--- src/rtl/als_pkg.sv ---
// Shared types, codes and constants of the ambient light sensor sequencer.
// No dependencies; every other file of the block imports this package.
package als_pkg;

    localparam int FUNC_W  = 2;
    localparam int MODE_W  = 8;
    localparam int TIME_W  = 32;
    localparam int RAW_W   = 16;
    localparam int CODE_W  = 2;
    localparam int LUX_W   = 21;
    localparam int PHASE_W = 2;
    localparam int MTIME_W = 16;
    localparam int RETRY_W = 8;
    localparam int CIDX_W  = 2;
    localparam int CDATA_W = 16;

    // Item selectors.
    localparam logic [FUNC_W-1:0] FUNC_RUN   = 2'd0;
    localparam logic [FUNC_W-1:0] FUNC_SET   = 2'd1;
    localparam logic [FUNC_W-1:0] FUNC_FETCH = 2'd2;

    // Phases of the measurement sequence.
    localparam logic [PHASE_W-1:0] PH_READY   = 2'd0;
    localparam logic [PHASE_W-1:0] PH_STARTED = 2'd1;
    localparam logic [PHASE_W-1:0] PH_READ    = 2'd2;
    localparam logic [PHASE_W-1:0] PH_DONE    = 2'd3;

    // Result codes.
    localparam logic [CODE_W-1:0] RC_OK      = 2'd0;
    localparam logic [CODE_W-1:0] RC_BUS_ERR = 2'd1;
    localparam logic [CODE_W-1:0] RC_NO_DATA = 2'd2;

    // Configuration register indexes.
    localparam logic [CIDX_W-1:0] REG_MEASURE_TIME = 2'd0;
    localparam logic [CIDX_W-1:0] REG_MAX_RETRIES  = 2'd1;
    localparam logic [CIDX_W-1:0] REG_DEFAULT_MODE = 2'd2;

    // Register reset values.
    localparam logic [MTIME_W-1:0] MEASURE_TIME_RST = 16'd180;
    localparam logic [RETRY_W-1:0] MAX_RETRIES_RST  = 8'd3;
    localparam logic [MODE_W-1:0]  DEFAULT_MODE_RST = 8'h10;

    // Sensor mode command bytes.
    localparam logic [MODE_W-1:0] MODE_CONT_H1 = 8'h10;
    localparam logic [MODE_W-1:0] MODE_CONT_H2 = 8'h11;
    localparam logic [MODE_W-1:0] MODE_CONT_L  = 8'h13;
    localparam logic [MODE_W-1:0] MODE_ONCE_L  = 8'h23;

    // Conversion: 1/16 lx = raw*40/3 (high res) or raw*80/3 (low res).
    localparam int SCALED_W = 23;
    localparam int RECIP_W  = 24;
    localparam int RECIP_SH = 25;
    localparam logic [RECIP_W-1:0] RECIP_3 = 24'hAAAAAB;
    localparam logic [LUX_W-1:0]   LUX_LIMIT_Q4 = 21'd1600000;

    typedef struct packed {
        logic                send_command;
        logic [MODE_W-1:0]   command_byte;
        logic                read_request;
        logic [CODE_W-1:0]   result_code;
        logic [LUX_W-1:0]    illuminance_lux_q4;
        logic                data_ready;
        logic [PHASE_W-1:0]  phase;
    } als_result_t;

    function automatic logic is_low_res(input logic [MODE_W-1:0] m);
        return (m == MODE_CONT_L) || (m == MODE_ONCE_L);
    endfunction

    function automatic logic is_continuous(input logic [MODE_W-1:0] m);
        return (m == MODE_CONT_H1) || (m == MODE_CONT_H2) || (m == MODE_CONT_L);
    endfunction

endpackage

--- src/rtl/als_if.sv ---
// Channel interfaces of the ambient light sensor sequencer: step items,
// result items and configuration writes. Depends on als_pkg.
interface als_step_if;
    import als_pkg::*;
    logic                valid;
    logic                ready;
    logic [FUNC_W-1:0]   func;
    logic [MODE_W-1:0]   new_mode;
    logic [TIME_W-1:0]   now_ms;
    logic                bus_ok;
    logic [RAW_W-1:0]    read_word;

    modport source (output valid, func, new_mode, now_ms, bus_ok, read_word,
                    input ready);
    modport sink   (input valid, func, new_mode, now_ms, bus_ok, read_word,
                    output ready);
endinterface

interface als_result_if;
    import als_pkg::*;
    logic                valid;
    logic                ready;
    logic                send_command;
    logic [MODE_W-1:0]   command_byte;
    logic                read_request;
    logic [CODE_W-1:0]   result_code;
    logic [LUX_W-1:0]    illuminance_lux_q4;
    logic                data_ready;
    logic [PHASE_W-1:0]  phase;

    modport source (output valid, send_command, command_byte, read_request,
                    result_code, illuminance_lux_q4, data_ready, phase,
                    input ready);
    modport sink   (input valid, send_command, command_byte, read_request,
                    result_code, illuminance_lux_q4, data_ready, phase,
                    output ready);
endinterface

interface als_cfg_if;
    import als_pkg::*;
    logic                valid;
    logic                ready;
    logic [CIDX_W-1:0]   index;
    logic [CDATA_W-1:0]  data;

    modport source (output valid, index, data, input ready);
    modport sink   (input valid, index, data, output ready);
endinterface

--- src/rtl/ambient_light_sensor_sequencer_top.sv ---
// Top level of the ambient light sensor measurement sequencer.
// Depends on als_pkg and the channel interfaces in als_if.sv.
//
// Usage: each step beat is a run step of the phase machine, a mode change
// or a fetch of the latest reading, together with the millisecond time and
// the outcome of the bus transfer made in that step. Every step beat yields
// exactly one result beat with the transfer to issue, a result code, the
// illuminance in 1/16 lux, the ready flag and the phase after the step.
// The cfg channel writes measure time (index 0), retry limit (index 1) and
// the reset mode byte (index 2); it is always ready. The reset mode byte
// only takes effect through reset, which loads its reset value into the
// current mode, so a later write to it changes nothing that is observable.
//
// Pipeline: an accepted step beat is captured in the input register and
// then processed into the result register, which offers its result beat.
// Throughput: one beat per cycle while the receiver takes each result;
// the state update and the lux conversion (a shift-add, one constant
// multiplier and a compare) are combinational between the two registers.
// When the receiver stalls the result register holds its beat, the input
// register fills, and step.ready drops until the result is taken.
// Reset clears all state, returns the phase to ready and empties both
// pipeline registers; configuration returns to its reset values.
module ambient_light_sensor_sequencer_top
(
    input  logic                  clk,
    input  logic                  rst_n,
    als_cfg_if.sink               cfg,
    als_step_if.sink              step,
    als_result_if.source          result
);
    import als_pkg::*;

    // Configuration registers.
    logic [MTIME_W-1:0]  measure_time_reg;
    logic [RETRY_W-1:0]  max_retries_reg;

    // Input register.
    logic                s1_valid_reg;
    logic [FUNC_W-1:0]   s1_func_reg;
    logic [MODE_W-1:0]   s1_mode_reg;
    logic [TIME_W-1:0]   s1_now_reg;
    logic                s1_ok_reg;
    logic [RAW_W-1:0]    s1_raw_reg;

    // Sequencer state.
    logic [PHASE_W-1:0]  phase_reg,  phase_next;
    logic [MODE_W-1:0]   mode_reg,   mode_next;
    logic [TIME_W-1:0]   stamp_reg,  stamp_next;
    logic [RETRY_W-1:0]  retry_reg,  retry_next;
    logic                rdy_reg,    rdy_next;
    logic [LUX_W-1:0]    lux_reg,    lux_next;

    // Result register.
    logic                out_valid_reg, out_valid_next;
    als_result_t         out_reg,       out_next;

    logic                advance;
    logic [TIME_W-1:0]   elapsed;
    logic [SCALED_W-1:0] scaled40;
    logic [SCALED_W-1:0] scaled;
    logic [SCALED_W+RECIP_W-1:0] product;
    logic [LUX_W-1:0]    lux_conv;
    logic                over_range;

    // The input register moves on whenever the result register is free or
    // is being emptied in this cycle.
    assign advance    = s1_valid_reg && (!out_valid_reg || result.ready);
    assign step.ready = !s1_valid_reg || advance;
    assign cfg.ready  = 1'b1;

    always_ff @(posedge clk or negedge rst_n)
    begin
        if (!rst_n)
        begin
            measure_time_reg <= MEASURE_TIME_RST;
            max_retries_reg  <= MAX_RETRIES_RST;
        end
        else if (cfg.valid)
        begin
            unique case (cfg.index)
                REG_MEASURE_TIME: measure_time_reg <= cfg.data;
                REG_MAX_RETRIES:  max_retries_reg  <= cfg.data[RETRY_W-1:0];
                default:
                begin
                    // The reset mode byte and unused indexes need no storage.
                end
            endcase
        end
    end

    always_ff @(posedge clk or negedge rst_n)
    begin
        if (!rst_n)
        begin
            s1_valid_reg <= 1'b0;
        end
        else if (step.ready)
        begin
            s1_valid_reg <= step.valid;
        end
    end

    always_ff @(posedge clk)
    begin
        if (step.valid && step.ready)
        begin
            s1_func_reg <= step.func;
            s1_mode_reg <= step.new_mode;
            s1_now_reg  <= step.now_ms;
            s1_ok_reg   <= step.bus_ok;
            s1_raw_reg  <= step.read_word;
        end
    end

    // Lux conversion: raw*40 (or *80) by shift-add, then a floored divide by
    // three through a multiply with the rounded-up reciprocal, exact for all
    // 23-bit dividends.
    assign elapsed  = s1_now_reg - stamp_reg;
    assign scaled40 = ({7'd0, s1_raw_reg} << 5) + ({7'd0, s1_raw_reg} << 3);
    assign scaled   = is_low_res(mode_reg) ? (scaled40 << 1) : scaled40;
    assign product  = scaled * RECIP_3;
    assign lux_conv = product[RECIP_SH +: LUX_W];
    assign over_range = lux_conv > LUX_LIMIT_Q4;

    always_comb
    begin
        phase_next = phase_reg;
        mode_next  = mode_reg;
        stamp_next = stamp_reg;
        retry_next = retry_reg;
        rdy_next   = rdy_reg;
        lux_next   = lux_reg;
        out_next   = '0;

        unique case (s1_func_reg)
            FUNC_RUN:
            begin
                if (retry_reg >= max_retries_reg)
                begin
                    // Retry limit reached: give up and drop back to ready.
                    phase_next = PH_READY;
                    retry_next = '0;
                    rdy_next   = 1'b0;
                end
                else
                begin
                    unique case (phase_reg)
                        PH_READY:
                        begin
                            out_next.send_command = 1'b1;
                            out_next.command_byte = mode_reg;
                            if (s1_ok_reg)
                            begin
                                phase_next = PH_STARTED;
                                stamp_next = s1_now_reg;
                                retry_next = '0;
                            end
                            else
                            begin
                                retry_next = retry_reg + 1'b1;
                            end
                        end
                        PH_STARTED:
                        begin
                            if (elapsed >= {16'd0, measure_time_reg})
                            begin
                                phase_next = PH_READ;
                            end
                        end
                        PH_READ:
                        begin
                            out_next.read_request = 1'b1;
                            if (s1_ok_reg)
                            begin
                                lux_next = lux_conv;
                                // An over-range reading is kept but not
                                // flagged, and the next run step reads again.
                                rdy_next = !over_range;
                                if (!over_range)
                                begin
                                    phase_next = PH_DONE;
                                    retry_next = '0;
                                end
                            end
                            else
                            begin
                                retry_next = retry_reg + 1'b1;
                            end
                        end
                        default:
                        begin
                            // Complete: once the reading has been fetched,
                            // continuous modes restart the wait, other modes return to ready.
                            if (!rdy_reg)
                            begin
                                if (is_continuous(mode_reg))
                                begin
                                    phase_next = PH_STARTED;
                                    stamp_next = s1_now_reg;
                                end
                                else
                                begin
                                    phase_next = PH_READY;
                                end
                            end
                        end
                    endcase
                end
            end
            FUNC_SET:
            begin
                out_next.send_command = 1'b1;
                out_next.command_byte = s1_mode_reg;
                if (!s1_ok_reg)
                begin
                    phase_next           = PH_READY;
                    out_next.result_code = RC_BUS_ERR;
                end
                else
                begin
                    mode_next  = s1_mode_reg;
                    phase_next = PH_STARTED;
                    stamp_next = s1_now_reg;
                    rdy_next   = 1'b0;
                    retry_next = '0;
                end
            end
            FUNC_FETCH:
            begin
                if (!rdy_reg)
                begin
                    out_next.result_code = RC_NO_DATA;
                end
                else
                begin
                    out_next.illuminance_lux_q4 = lux_reg;
                    rdy_next                    = 1'b0;
                end
            end
            default:
            begin
                // Unused selector: no change, status only.
            end
        endcase

        out_next.data_ready = rdy_next;
        out_next.phase      = phase_next;
    end

    always_ff @(posedge clk or negedge rst_n)
    begin
        if (!rst_n)
        begin
            phase_reg <= PH_READY;
            mode_reg  <= DEFAULT_MODE_RST;
            stamp_reg <= '0;
            retry_reg <= '0;
            rdy_reg   <= 1'b0;
            lux_reg   <= '0;
        end
        else if (advance)
        begin
            phase_reg <= phase_next;
            mode_reg  <= mode_next;
            stamp_reg <= stamp_next;
            retry_reg <= retry_next;
            rdy_reg   <= rdy_next;
            lux_reg   <= lux_next;
        end
    end

    always_comb
    begin
        out_valid_next = out_valid_reg;
        if (advance)
        begin
            out_valid_next = 1'b1;
        end
        else if (result.ready)
        begin
            out_valid_next = 1'b0;
        end
    end

    always_ff @(posedge clk or negedge rst_n)
    begin
        if (!rst_n)
        begin
            out_valid_reg <= 1'b0;
        end
        else
        begin
            out_valid_reg <= out_valid_next;
        end
    end

    always_ff @(posedge clk)
    begin
        if (advance)
        begin
            out_reg <= out_next;
        end
    end

    assign result.valid              = out_valid_reg;
    assign result.send_command       = out_reg.send_command;
    assign result.command_byte       = out_reg.command_byte;
    assign result.read_request       = out_reg.read_request;
    assign result.result_code        = out_reg.result_code;
    assign result.illuminance_lux_q4 = out_reg.illuminance_lux_q4;
    assign result.data_ready         = out_reg.data_ready;
    assign result.phase              = out_reg.phase;

endmodule

--- src/flat_wrapper.sv ---
// flat-port wrapper written by rule: the top's interface ports become plain ports
module ambient_light_sensor_sequencer_top_flat import als_pkg::*;
  (clk, rst_n, cfg_valid, cfg_index, cfg_data, cfg_ready, step_valid, step_func, step_new_mode, step_now_ms, step_bus_ok, step_read_word, step_ready, result_valid, result_send_command, result_command_byte, result_read_request, result_result_code, result_illuminance_lux_q4, result_data_ready, result_phase, result_ready);
  als_cfg_if cfg_i ();
  als_step_if step_i ();
  als_result_if result_i ();
  input  logic clk;
  input  logic rst_n;
  input wire logic [$bits(cfg_i.valid)-1:0] cfg_valid;
  input wire logic [$bits(cfg_i.index)-1:0] cfg_index;
  input wire logic [$bits(cfg_i.data)-1:0] cfg_data;
  output wire logic [$bits(cfg_i.ready)-1:0] cfg_ready;
  input wire logic [$bits(step_i.valid)-1:0] step_valid;
  input wire logic [$bits(step_i.func)-1:0] step_func;
  input wire logic [$bits(step_i.new_mode)-1:0] step_new_mode;
  input wire logic [$bits(step_i.now_ms)-1:0] step_now_ms;
  input wire logic [$bits(step_i.bus_ok)-1:0] step_bus_ok;
  input wire logic [$bits(step_i.read_word)-1:0] step_read_word;
  output wire logic [$bits(step_i.ready)-1:0] step_ready;
  output wire logic [$bits(result_i.valid)-1:0] result_valid;
  output wire logic [$bits(result_i.send_command)-1:0] result_send_command;
  output wire logic [$bits(result_i.command_byte)-1:0] result_command_byte;
  output wire logic [$bits(result_i.read_request)-1:0] result_read_request;
  output wire logic [$bits(result_i.result_code)-1:0] result_result_code;
  output wire logic [$bits(result_i.illuminance_lux_q4)-1:0] result_illuminance_lux_q4;
  output wire logic [$bits(result_i.data_ready)-1:0] result_data_ready;
  output wire logic [$bits(result_i.phase)-1:0] result_phase;
  input wire logic [$bits(result_i.ready)-1:0] result_ready;
  assign cfg_i.valid = cfg_valid;
  assign cfg_i.index = cfg_index;
  assign cfg_i.data = cfg_data;
  assign cfg_ready = cfg_i.ready;
  assign step_i.valid = step_valid;
  assign step_i.func = step_func;
  assign step_i.new_mode = step_new_mode;
  assign step_i.now_ms = step_now_ms;
  assign step_i.bus_ok = step_bus_ok;
  assign step_i.read_word = step_read_word;
  assign step_ready = step_i.ready;
  assign result_valid = result_i.valid;
  assign result_send_command = result_i.send_command;
  assign result_command_byte = result_i.command_byte;
  assign result_read_request = result_i.read_request;
  assign result_result_code = result_i.result_code;
  assign result_illuminance_lux_q4 = result_i.illuminance_lux_q4;
  assign result_data_ready = result_i.data_ready;
  assign result_phase = result_i.phase;
  assign result_i.ready = result_ready;
  ambient_light_sensor_sequencer_top u_core (.clk(clk), .rst_n(rst_n), .cfg(cfg_i), .step(step_i), .result(result_i));
endmodule
--- config.mk ---
export PLATFORM = sky130hd
export DESIGN_NAME = ambient_light_sensor_sequencer_top_flat
export DESIGN_NICKNAME = d
export VERILOG_FILES = /design/src/rtl/als_pkg.sv /design/src/rtl/als_if.sv /design/src/rtl/ambient_light_sensor_sequencer_top.sv /design/src/flat_wrapper.sv
export SDC_FILE = /design/constraint.sdc
export NUM_CORES = 1
export LEC_CHECK = 0
export BUFFER_PORTS_ARGS = -buffer_cell sky130_fd_sc_hd__buf_2
export CAP_MARGIN = 15
export CORE_AREA = 2 2 121 240
export DETAILED_ROUTE_END_ITERATION = 16
export DIE_AREA = 0 0 123 242
export PLACE_DENSITY_LB_ADDON = 0.2
export SKIP_CTS_REPAIR_TIMING = 1
export SYNTH_ARGS = -nofsm -noshare
export SYNTH_HDL_FRONTEND = slang
export SYNTH_SLANG_ARGS = --single-unit
--- constraint.sdc ---
create_clock -name clk -period 13.5 [get_ports clk]
set_clock_uncertainty 0.1 [all_clocks]
set_input_delay 2.7 -clock clk [delete_from_list [all_inputs] [get_ports clk]]
set_output_delay 2.7 -clock clk [all_outputs]
set_load 0.005 [all_outputs]
# Yosys cells after proc, flatten, opt, wreduce, memory -nomap -nowiden
# Cells that the tools add are included.
# totals
regBits	193
in_bits	82
out_inout_bits	39
word_cells	109
# classes
addsub	3
n_mul	1
order_cmp	3
eq_ne	16
muxes	38
n_bitwise	2
reduce_logical	24
# op_table
op	count
32-bit 2-to-1 mux	4
32-bit case mux with 2 select lines	2
23-bit by 24-bit multiplier with 46-bit output (second input constant)	1
8-bit 2-to-1 mux	5
32-bit by 16-bit >= comparator with 1-bit output	1
8-bit case mux with 2 select lines	2
32-bit subtractor	1
8-bit by 5-bit equality test with 1-bit output (second input constant)	3
23-bit 2-to-1 mux	1
21-bit by 19-bit adder with 22-bit output	1
21-bit greater-than comparator (second input constant)	1
9-bit case mux with 2 select lines	1
2-bit 2-to-1 mux	7
1-bit 2-to-1 mux	10
10-bit 2-to-1 mux	1
5-bit AND reduction	2
9-bit 2-to-1 mux	1
8-bit by 1-bit adder with 8-bit output (second input constant)	1
8-bit by 6-bit equality test with 1-bit output (second input constant)	1
8-bit >= comparator	1
2-bit case mux with 2 select lines	2
2-bit by 1-bit equality test with 1-bit output (second input constant)	3
2-bit logical NOT	3
2-bit case mux with 3 select lines	1
17 further kinds	31

# Logic depth before layout (Yosys ltp)
# Gate-level depths: netlist of the first run.
# depth
depth_word	10
ltp_mapped	39
depth_no_buf	38

# Worst setup path after synthesis of the first run
# Ideal clock, no wire load.
# synth_path
path_kind	flip-flop to flip-flop
startpoint	reg u_core.s1_raw_reg[1]
endpoint	reg u_core.retry_reg[4]
setup_ns	0.138
arrival_ns	9.202
required_ns	13.262
path_slack_ns	4.060
path_stages_with_launch	38
n_path_buf	2
period_less_slack_ns	9.440
cell_sequence	edfxtp_1 > ha_1 > a21o_1 > a21oi_1 > o21bai_1 > a21o_1 > a21oi_1 > o211ai_1 > a41oi_1 > nor2b_1 > o21ai_0 > xor2_1 > nand2_1 > o21a_1 > ha_1 > inv_1 > fa_1 > inv_1 > [2 not listed] > fa_1 > fa_1 > inv_1 > ha_1 > ha_1 > clkbuf_1 > nand3_1 > a2111o_1 > o31ai_1 > o22ai_1 > o31a_1 > o221ai_1 > xor2_1 > or4_4 > o211a_1 > buf_4 > o31ai_2 > o41ai_2
# synth_via
elab_chain_len	6
# synth_lines
item	line_no	rtl
start: declaration	ambient_light_sensor_sequencer_top.sv:43	logic [RAW_W-1:0] s1_raw_reg;
start signal: assignment	ambient_light_sensor_sequencer_top.sv:111	s1_raw_reg <= step.read_word;
21-bit by 19-bit adder with 22-bit output	ambient_light_sensor_sequencer_top.sv:119	assign scaled40 = ({7'd0, s1_raw_reg} << 5) + ({7'd0, s1_raw_reg} << 3);
23-bit 2-to-1 mux	ambient_light_sensor_sequencer_top.sv:120	assign scaled = is_low_res(mode_reg) ? (scaled40 << 1) : scaled40;
23-bit by 24-bit multiplier with 46-bit output	ambient_light_sensor_sequencer_top.sv:121	assign product = scaled * RECIP_3;
21-bit greater-than comparator	ambient_light_sensor_sequencer_top.sv:123	assign over_range = lux_conv > LUX_LIMIT_Q4;
5-bit != test (no line)	-	
5-bit AND reduction (no line)	-	
end signal: assignment	ambient_light_sensor_sequencer_top.sv:266	retry_reg <= retry_next;
end: declaration	ambient_light_sensor_sequencer_top.sv:49	logic [RETRY_W-1:0] retry_reg, retry_next;
# No other way between the ends.
# A chain may end at the register's enable or synchronous reset.

# Worst setup path after layout of the first run
# layout_path
startpoint	reg u_core.s1_raw_reg[1]
endpoint	reg u_core.retry_reg[6]
# Same word-level chain as after synthesis.

==> flow_summary.json, run 1 <==
{
  "status": "completed",
  "fillers": 2242,
  "cts-buffers-inserted": 17,
  "die_w_um": 123,
  "h-tree-depth": 4,
  "rsz0062_at_grt": "no",
  "worstSetupEndpointType": "register",
  "core_area_mm2": 0.02808,
  "ys_seq_area_share_pct": 30.57,
  "r2r_cells": 35,
  "regToRegEndpoint": "u_core.retry_reg[6]$_DFFE_PN0P_",
  "postSynthAreaPerCell_um2": 9.910,
  "cts_sinks": 193,
  "setup_viol": 0,
  "wl_per_cell_um": 19.34,
  "synth_area_mm2": 0.01738,
  "ys_seq_elements": 193,
  "synth_common_cells": "inv_1 (308), ha_1 (247), nand2_1 (132)",
  "synthMuxAreaShare_pct": 2.404,
  "yosys.cell_types.count": 84,
  "relSlewSlack_pct": 33.81,
  "synthFlopType": "edfxtp_1",
  "io_pins": 121,
  "critical_path_required_ps": 13730,
  "postRouteAntennaNets": 0,
  "vias": 13060,
  "path_class": "register to register",
  "cts_tree": "done",
  "cp.arrival_ps": 10750,
  "die_h_um": 242,
  "yosys-top-cells-area": "ha_1 (18%), edfxtp_1 (16%), fa_1 (13%)",
  "first_iter_violations": 651,
  "start_util_pct": 61.89,
  "synth_xor_area_share_pct": 3.225,
  "path_common_cell": "fa_1",
  "stdcell_area_mm2": 0.01893,
  "path_max_fanout": 10,
  "cp-start-kind": "register",
  "min_path_type": "register to register",
  "synthArstFlopShare_pct": 50.78,
  "track_usage_pct": 30.11,
  "clk_pin_slew_ps": 80,
  "min_path_cells": 2,
  "firstDrtPassIters": 8,
  "tightest_slew_ps": 990.4,
  "drv_slew": 0,
  "gp_congestion": 0.9629,
  "holdCritStartpoint": "u_core.lux_reg[3]$_DFFE_PN0P_",
  "ys_warn_count": 0,
  "yosysMostFrequentCell": "inv_1",
  "drive_gt1_share_pct": 12.21,
  "vias_per_cell": 5.861,
  "hold_end": "u_core.lux_reg[3]$_DFFE_PN0P_",
  "cap_violations": 0,
  "portBuffers": 119,
  "setup_tns_ps": 0,
  "cpPeakStageDelay_ps": 600,
  "place_hpwl_um": 35150,
  "ff2ff_setup_slack_ps": 2980,
  "rows": 87,
  "synth_compound_area_share_pct": 14.56,
  "final_net_count": 2300,
  "r2r_start": "u_core.s1_raw_reg[1]$_DFFE_PP_",
  "grt_pass1_vias": 13870,
  "dieArea_mm2": 0.02977,
  "antenna_found_initial": 4,
  "final-hold-violation-count": 0,
  "synth-simple-area-share_pct": 10.39,
  "synthAdderAreaFrac_pct": 31.14,
  "grt_max_degree": 70,
  "synth_top_area_share_pct": 17.78,
  "dpl_cell_area_mm2": 0.01832,
  "grt_overflow_total": 0,
  "min_period_over_period_pct": 77.90,
  "cpMaxStageDelayCell": "o31ai_1",
  "grt_pass1_wl_um": 69020,
  "drcViolationCount": 0,
  "clock_latency_ps": 460,
  "synth_area_leader_cell": "ha_1",
  "wirelength_um": 43100,
  "cts-root-buf": "clkbuf_16",
  "syn-instance-count": 1754,
  "synth_top_family_by_area": "adder cells",
  "syn2layout_area_growth_pct": 8.933,
  "fmax_mhz": 95.09,
  "cts_buffer_depth": 2,
  "final_util_pct": 67.42,
  "synth-edff-count": 95,
  "period_minus_slack_ps": 10520
}
[metal layers]
metal | wire (um) | up-vias | track usage, %
li1 | - | 6246 | -
met1 | 14220 | 6377 | 29.26
met2 | 24360 | 297 | 56.40
met3 | 1270 | 138 | 3.884
met4 | 3251 | 0 | 20.89
met5 | 0 | - | 0
[final cells by class]
type / count / area, um^2 / share of cell area [%]
clock buffers: 18 / 450.4 / 2.379
flip-flops and latches: 193 / 5314 / 28.06
diodes: 4 / 10.01 / 0.05286
well taps: 356 / 445.4 / 2.352
repair buffers: 125 / 643.1 / 3.397
multi-input cells: 1209 / 10760 / 56.81
inverters: 309 / 1160 / 6.126
clock inverters: 14 / 155.1 / 0.8194
[worst max path at each step]
stage / slack (ps) / startpoint / to / cells past startpoint
floorplan: 4060 / u_core.s1_raw_reg[1]$_DFFE_PP_ / u_core.retry_reg[4]$_DFFE_PN0P_ / 37
CTS: 3040 / u_core.s1_raw_reg[1]$_DFFE_PP_ / u_core.retry_reg[6]$_DFFE_PN0P_ / 35
global placement: 3310 / u_core.s1_raw_reg[1]$_DFFE_PP_ / u_core.retry_reg[4]$_DFFE_PN0P_ / 35
detailed placement: 3090 / u_core.s1_raw_reg[1]$_DFFE_PP_ / u_core.retry_reg[6]$_DFFE_PN0P_ / 35
global route: 2350 / u_core.s1_raw_reg[1]$_DFFE_PP_ / u_core.retry_reg[6]$_DFFE_PN0P_ / 35
finish: 2980 / u_core.s1_raw_reg[1]$_DFFE_PP_ / u_core.retry_reg[6]$_DFFE_PN0P_ / 35
[layout by cell type (no fill, tap or decap), types with 8 or more instances in the layout]
cell type | netlist | final
mux2_2 | 30 | 30
xnor2_1 | 36 | 36
a31oi_1 | 12 | 12
and3_1 | 32 | 32
nor2b_1 | 11 | 11
inv_1 | 308 | 308
a21oi_1 | 69 | 68
a21o_1 | 39 | 39
o21ai_1 | 15 | 15
edfxtp_1 | 95 | 95
nor3_1 | 30 | 30
o21a_1 | 19 | 19
nor2_1 | 61 | 61
nand2_1 | 132 | 132
mux2i_1 | 8 | 8
o2111ai_1 | 8 | 8
nand2b_1 | 13 | 13
o21ai_0 | 95 | 95
buf_2 | 0 | 118
or2_2 | 9 | 9
o21bai_1 | 9 | 9
dfrtp_1 | 91 | 91
xor2_1 | 28 | 28
nand3_1 | 23 | 23
ha_1 | 247 | 247
nand4_1 | 15 | 15
a211oi_1 | 12 | 12
o31ai_1 | 14 | 14
a22o_1 | 8 | 8
fa_1 | 116 | 116
clkbuf_16 | 0 | 18
o211ai_1 | 14 | 14
[per-stage QoR]
step / hold WS (ps) / instances / setup WS (ps)
after global placement: 356.6 / 2192 / 3306
after floorplan: 342.9 / 1755 / 4060
after global routing: 411.9 / 2228 / 2347
after detailed placement: 365.8 / 2192 / 3094
final: 380.8 / 2228 / 2984
after CTS: 383.9 / 2224 / 3039
[logic make-up (layout without fill, tap and decap cells)]
| group | Yosys count | after routing |
|---|---|---|
| flip-flops | 193 | 193 |
| AO/OA/AOI/OAI | 375 | 375 |
| other | 2 | 7 |
| multiplexers | 38 | 38 |
| XOR/XNOR | 64 | 64 |
| AND/OR/NAND/NOR | 366 | 366 |
| buffers and inverters | 353 | 466 |
| adder cells (fa/ha/maj) | 363 | 363 |
[critical path, delay by kind of cell, from the launching register on]
| kind | cells | cell delay, ps |
|---|---|---|
| AO/OA/AOI/OAI | 16 | 4360 |
| adder cells (fa/ha/maj) | 9 | 3780 |
| AND/OR/NAND/NOR | 3 | 680 |
| flip-flops | 1 | 460 |
| multiplexers | 1 | 450 |
| XOR/XNOR | 2 | 310 |
| buffers and inverters | 4 | 240 |
Power of run 1 is not shown: default switching activity piles up to over one toggle a cycle in this logic, so the estimate is an artifact.
==> inputs of run 2 (changes only) <==
==> constraint.sdc (replaced) <==
create_clock -name clk -period 10.45 [get_ports clk]
set_clock_uncertainty 0.1 [all_clocks]
set_input_delay 2.09 -clock clk [delete_from_list [all_inputs] [get_ports clk]]
set_output_delay 2.09 -clock clk [all_outputs]
set_load 0.005 [all_outputs]
==> run 2 against run 1 <==
First-iteration DRC count down 6.9%. Non-clock buffer count up 4. Worst setup slack worse by 2500 ps. Sequential cell count unchanged. Count of clock-buffer cells in the layout down 1. Core utilization up 0.37 points. Hold slack worse by 2.9 ps. Fmax up 5.7%. Largest cell class unchanged.
==> flow_summary.json, run 2 (same netlist as run 1, synthesis figures left out) <==
{
  "post-place-ws_ps": -89.44,
  "cap_violations": 0,
  "grt_overflow_total": 0,
  "cp_num_buf_inv": 4,
  "cp-start-kind": "register",
  "cts_buffer_depth": 2,
  "gp_congestion": 0.9398,
  "wl_per_cell_um": 18.96,
  "track_usage_pct": 29.49,
  "final_net_count": 2304,
  "start_util_pct": 61.89,
  "core_area_mm2": 0.02808,
  "drive_gt1_share_pct": 13.19,
  "worstSetupEndpointType": "register",
  "drcViolationCount": 0,
  "regToRegEndpoint": "u_core.retry_reg[6]$_DFFE_PN0P_",
  "clk_pin_slew_ps": 80,
  "tightest_slew_ps": 1026,
  "fmax_mhz": 100.5,
  "antenna_found_initial": 4,
  "holdCritStartpoint": "u_core.lux_reg[0]$_DFFE_PN0P_",
  "path_class": "register to register",
  "io_pins": 121,
  "postRouteAntennaNets": 0,
  "setup_viol": 0,
  "setup_tns_ps": 0,
  "crit_family": "adder cells",
  "multiInputGateArea_mm2": 0.01084,
  "clock_latency_ps": 460,
  "final-hold-violation-count": 0,
  "cp.arrival_ps": 10170,
  "die_w_um": 123,
  "status": "completed",
  "syn2layout_area_growth_pct": 9.531,
  "fillers": 2256,
  "portBuffers": 119,
  "min_path_type": "register to register",
  "wirelength_um": 42320,
  "place_hpwl_um": 34640,
  "grt_pass1_vias": 13900,
  "regArea_mm2": 0.005314,
  "min_period_over_period_pct": 95.22,
  "h-tree-depth": 4,
  "final_cell_mix": "inv_1 (308), ha_1 (246), nand2_1 (131)",
  "final.setup.worst_slack_ps": 499.2,
  "cts-root-buf": "clkbuf_16",
  "firstDrtPassIters": 5,
  "cts_tree": "done",
  "grt_max_degree": 69,
  "cpMaxStageDelayCell": "or4_4",
  "cpPeakStageDelay_ps": 550,
  "cts_sinks": 193,
  "hold_end": "u_core.lux_reg[0]$_DFFE_PN0P_",
  "die_h_um": 242,
  "grt_pass1_wl_um": 68150,
  "rows": 87,
  "drv_slew": 0,
  "ff2ff_setup_slack_ps": 500,
  "period_minus_slack_ps": 9951,
  "final_common_cell": "inv_1",
  "relSlewSlack_pct": 30.98,
  "path_max_fanout": 10,
  "vias": 13070,
  "vias_per_cell": 5.855,
  "critical_path_required_ps": 10670,
  "r2r_cells": 36,
  "min_path_cells": 2,
  "dieArea_mm2": 0.02977,
  "r2r_start": "u_core.s1_raw_reg[1]$_DFFE_PP_",
  "path_common_cell": "fa_1",
  "cts-buffers-inserted": 17,
  "first_iter_violations": 606
}
## run 2: how the worst max path moves through the flow
stage / start / depth (start not counted) / end
2_1_floorplan: u_core.s1_raw_reg[1]$_DFFE_PP_ / 37 / u_core.retry_reg[4]$_DFFE_PN0P_
3_3_place_gp: u_core.s1_raw_reg[1]$_DFFE_PP_ / 35 / u_core.retry_reg[4]$_DFFE_PN0P_
3_5_place_dp: u_core.s1_raw_reg[1]$_DFFE_PP_ / 35 / u_core.retry_reg[6]$_DFFE_PN0P_
4_1_cts: u_core.s1_raw_reg[1]$_DFFE_PP_ / 35 / u_core.retry_reg[6]$_DFFE_PN0P_
5_1_grt: u_core.s1_raw_reg[1]$_DFFE_PP_ / 36 / u_core.retry_reg[3]$_DFFE_PN0P_
6_report: u_core.s1_raw_reg[1]$_DFFE_PP_ / 36 / u_core.retry_reg[6]$_DFFE_PN0P_
## run 2: area by class of cell
| cell class | count | share of cell area, % |
|---|---|---|
| timing repair buffer | 129 | 3.536 |
| inverter | 309 | 6.092 |
| clock inverter | 15 | 0.8807 |
| tap | 356 | 2.340 |
| sequential | 193 | 27.91 |
| clock buffer | 17 | 2.234 |
| multi-input combinational | 1209 | 56.95 |
| antenna | 4 | 0.05258 |
## run 2: per-layer routing
metal,share of wire [%],track usage (%)
met5,0,0
met4,5.2,17.35
met3,3.0,3.814
met2,59,57.20
met1,33,28.24
## run 2: through the flow
| stage | area [um^2] | hold slack (ps) | instances | util (%) |
|---|---|---|---|---|
| after floorplan | 17390 | 342.9 | 1755 | - |
| after global placement | 18350 | 358.9 | 2196 | 65.33 |
| after detailed placement | 18350 | 364.9 | 2196 | 65.33 |
| after CTS | 18940 | 383.1 | 2228 | 67.45 |
| after global routing | 19040 | 408.9 | 2232 | 67.79 |
| final | 19040 | 378.0 | 2232 | 67.79 |
## run 2: worst register-to-register path, delay by kind of cell (launching register included)
kind / cells / cell delay (ps)
adders and majority gates: 9 / 3740
DFF: 1 / 460
buffers and inverters: 4 / 240
AOI/OAI and AO/OA: 16 / 3570
xor gates and xnor gates: 1 / 270
and+or+nand+nor: 6 / 1450
Power of run 2 is left out for the same reason.
==> inputs of run 3 (changes only) <==
--- a/config.mk
+++ b/config.mk
@@ -7,9 +7,11 @@
 export LEC_CHECK = 0
 export BUFFER_PORTS_ARGS = -buffer_cell sky130_fd_sc_hd__buf_2
 export CAP_MARGIN = 15
-export CORE_AREA = 2 2 121 240
+export CELL_PAD_IN_SITES_DETAIL_PLACEMENT = 0
+export CELL_PAD_IN_SITES_GLOBAL_PLACEMENT = 1
+export CORE_AREA = 2 2 137 272
 export DETAILED_ROUTE_END_ITERATION = 16
-export DIE_AREA = 0 0 123 242
+export DIE_AREA = 0 0 139 274
 export PLACE_DENSITY_LB_ADDON = 0.2
 export SKIP_CTS_REPAIR_TIMING = 1
 export SYNTH_ARGS = -nofsm -noshare
==> constraint.sdc (replaced) <==
create_clock -name clk -period 9.3 [get_ports clk]
set_clock_uncertainty 0.1 [all_clocks]
set_input_delay 1.86 -clock clk [delete_from_list [all_inputs] [get_ports clk]]
set_output_delay 1.86 -clock clk [all_outputs]
set_load 0.005 [all_outputs]
==> run 3 against run 2 <==
Wire length fell by 9.7%. Count of clock-buffer cells in the layout unchanged. Non-clock buffer count grew 73. First-iteration DRC count down 0.50%. Register-to-register slack got worse by 110 ps. Hold slack worse by 0.50 ps. Sequential share of layout area fell by 1.3 points. Core utilization is 13 points lower.
==> flow_summary.json, run 3 (same netlist as run 1, synthesis figures left out) <==
{
  "drv_slew": 0,
  "wl_per_cell_um": 15.92,
  "period_minus_slack_ps": 8909,
  "dp_cells": 2357,
  "holdWs_ps": 377.5,
  "min_period_over_period_pct": 95.80,
  "gp_congestion": 0.8743,
  "antenna_found_initial": 0,
  "wl_met3_um": 1044,
  "cap_violations": 0,
  "dieArea_mm2": 0.03809,
  "grt_pass1_vias": 12540,
  "portBuffers": 119,
  "critical_path_required_ps": 9560,
  "path_class": "register to register",
  "fmax_mhz": 112.2,
  "final-hold-violation-count": 0,
  "dr.max_layer_used": "met4",
  "antenna_cells": 0,
  "worstSetupEndpointType": "register",
  "grt_overflow_total": 0,
  "wl_met2_um": 17840,
  "setup_tns_ps": 0,
  "fillers": 3312,
  "vias_per_cell": 5.214,
  "cts_buffer_depth": 2,
  "cts_sinks": 193,
  "clk_pin_slew_ps": 80,
  "vias": 12510,
  "drcViolationCount": 0,
  "final_cell_mix": "inv_1 (304), ha_1 (237), nand2_1 (130)",
  "start_util_pct": 48.06,
  "cts-root-buf": "clkbuf_16",
  "die_w_um": 139,
  "rows": 99,
  "die_h_um": 274,
  "cts-buffers-inserted": 17,
  "tightest_slew_ps": 1123,
  "path_common_cell": "buf_4",
  "cp.arrival_ps": 9170,
  "wirelength_um": 38220,
  "cpMaxStageDelayCell": "fa_1",
  "relSlewSlack_pct": 24.95,
  "core_area_mm2": 0.03617,
  "grt_pass1_wl_um": 63550,
  "cts_tree": "done",
  "first_iter_violations": 603,
  "cp-start-kind": "register",
  "h-tree-depth": 4,
  "status": "completed",
  "final_util_pct": 55.15,
  "wl_met1_um": 18860,
  "final_common_cell": "inv_1",
  "postRouteAntennaNets": 0,
  "syn2layout_area_growth_pct": 14.76,
  "clock_latency_ps": 460,
  "ff2ff_setup_slack_ps": 390,
  "drive_gt1_share_pct": 18.40,
  "final_net_count": 2378,
  "min_path_type": "register to register",
  "grt_max_degree": 63,
  "path_max_fanout": 6,
  "firstDrtPassIters": 5,
  "place_hpwl_um": 30240,
  "setup_viol": 0,
  "io_pins": 121,
  "cpPeakStageDelay_ps": 550,
  "track_usage_pct": 20.56,
  "rsz0062_at_grt": "yes",
  "final_cells": 2400
}
-- run 3: cell types whose count changed in the layout (fill, tap and decap cells not counted), sizes merged --
cell      before  now
o211a          2    3
diode          4    0
clkinv         6    8
buf          129  202
inv          315  314
clkinvlp       3    2
-- run 3: path summary, 6_finish.rpt --
path | cells after the start | startpoint | to
worst max-delay path | 37 | u_core.s1_raw_reg[3]$_DFFE_PP_ | u_core.phase_reg[0]$_DFFE_PN0P_
worst min-delay path | 2 | u_core.lux_reg[4]$_DFFE_PN0P_ | u_core.lux_reg[4]$_DFFE_PN0P_
worst max register to register | 37 | u_core.s1_raw_reg[3]$_DFFE_PP_ | u_core.phase_reg[0]$_DFFE_PN0P_
worst min register to register | 2 | u_core.lux_reg[4]$_DFFE_PN0P_ | u_core.lux_reg[4]$_DFFE_PN0P_
max in group asynchronous | 2 | rst_n | u_core.lux_reg[14]$_DFFE_PN0P_
min in group asynchronous | 1 | rst_n | u_core.lux_reg[2]$_DFFE_PN0P_
-- run 3: area by class of cell --
| type | instances | area (um^2) | area share, % |
|---|---|---|---|
| Timing Repair Buffer | 202 | 1221 | 6.122 |
| Clock inverter | 15 | 167.7 | 0.8405 |
| Tap cell | 454 | 568.0 | 2.848 |
| Inverter | 309 | 1160 | 5.815 |
| Multi-Input combinational cell | 1210 | 11090 | 55.60 |
| Clock buffer | 17 | 425.4 | 2.133 |
| Sequential cell | 193 | 5314 | 26.64 |
-- run 3: routing by layer --
metal / vias up / GRT usage, %
met5: - / 0
met4: 0 / 4.785
met3: 25 / 2.567
met2: 180 / 33.50
met1: 5893 / 29.44
li1: 6415 / -
-- run 3: critical path, delay by kind of cell (launching register included) --
family                     cells  cell delay (ps)
xor gates and xnor gates       2              320
and+or+nand+nor                4              830
buffers and inverters          7              930
AOI/OAI and AO/OA             16             2810
adders and majority gates      8             3420
DFF                            1              400
-- run 3: stage by stage --
step	worst slack (ps)	instance area [um^2]
after CTS	-292.1	19540
final	390.9	19950
after global placement	-70.46	18950
after floorplan	57.95	17390
after detailed placement	-226.7	18950
after global routing	-40.07	19950
Power of run 3 is left out for the same reason.
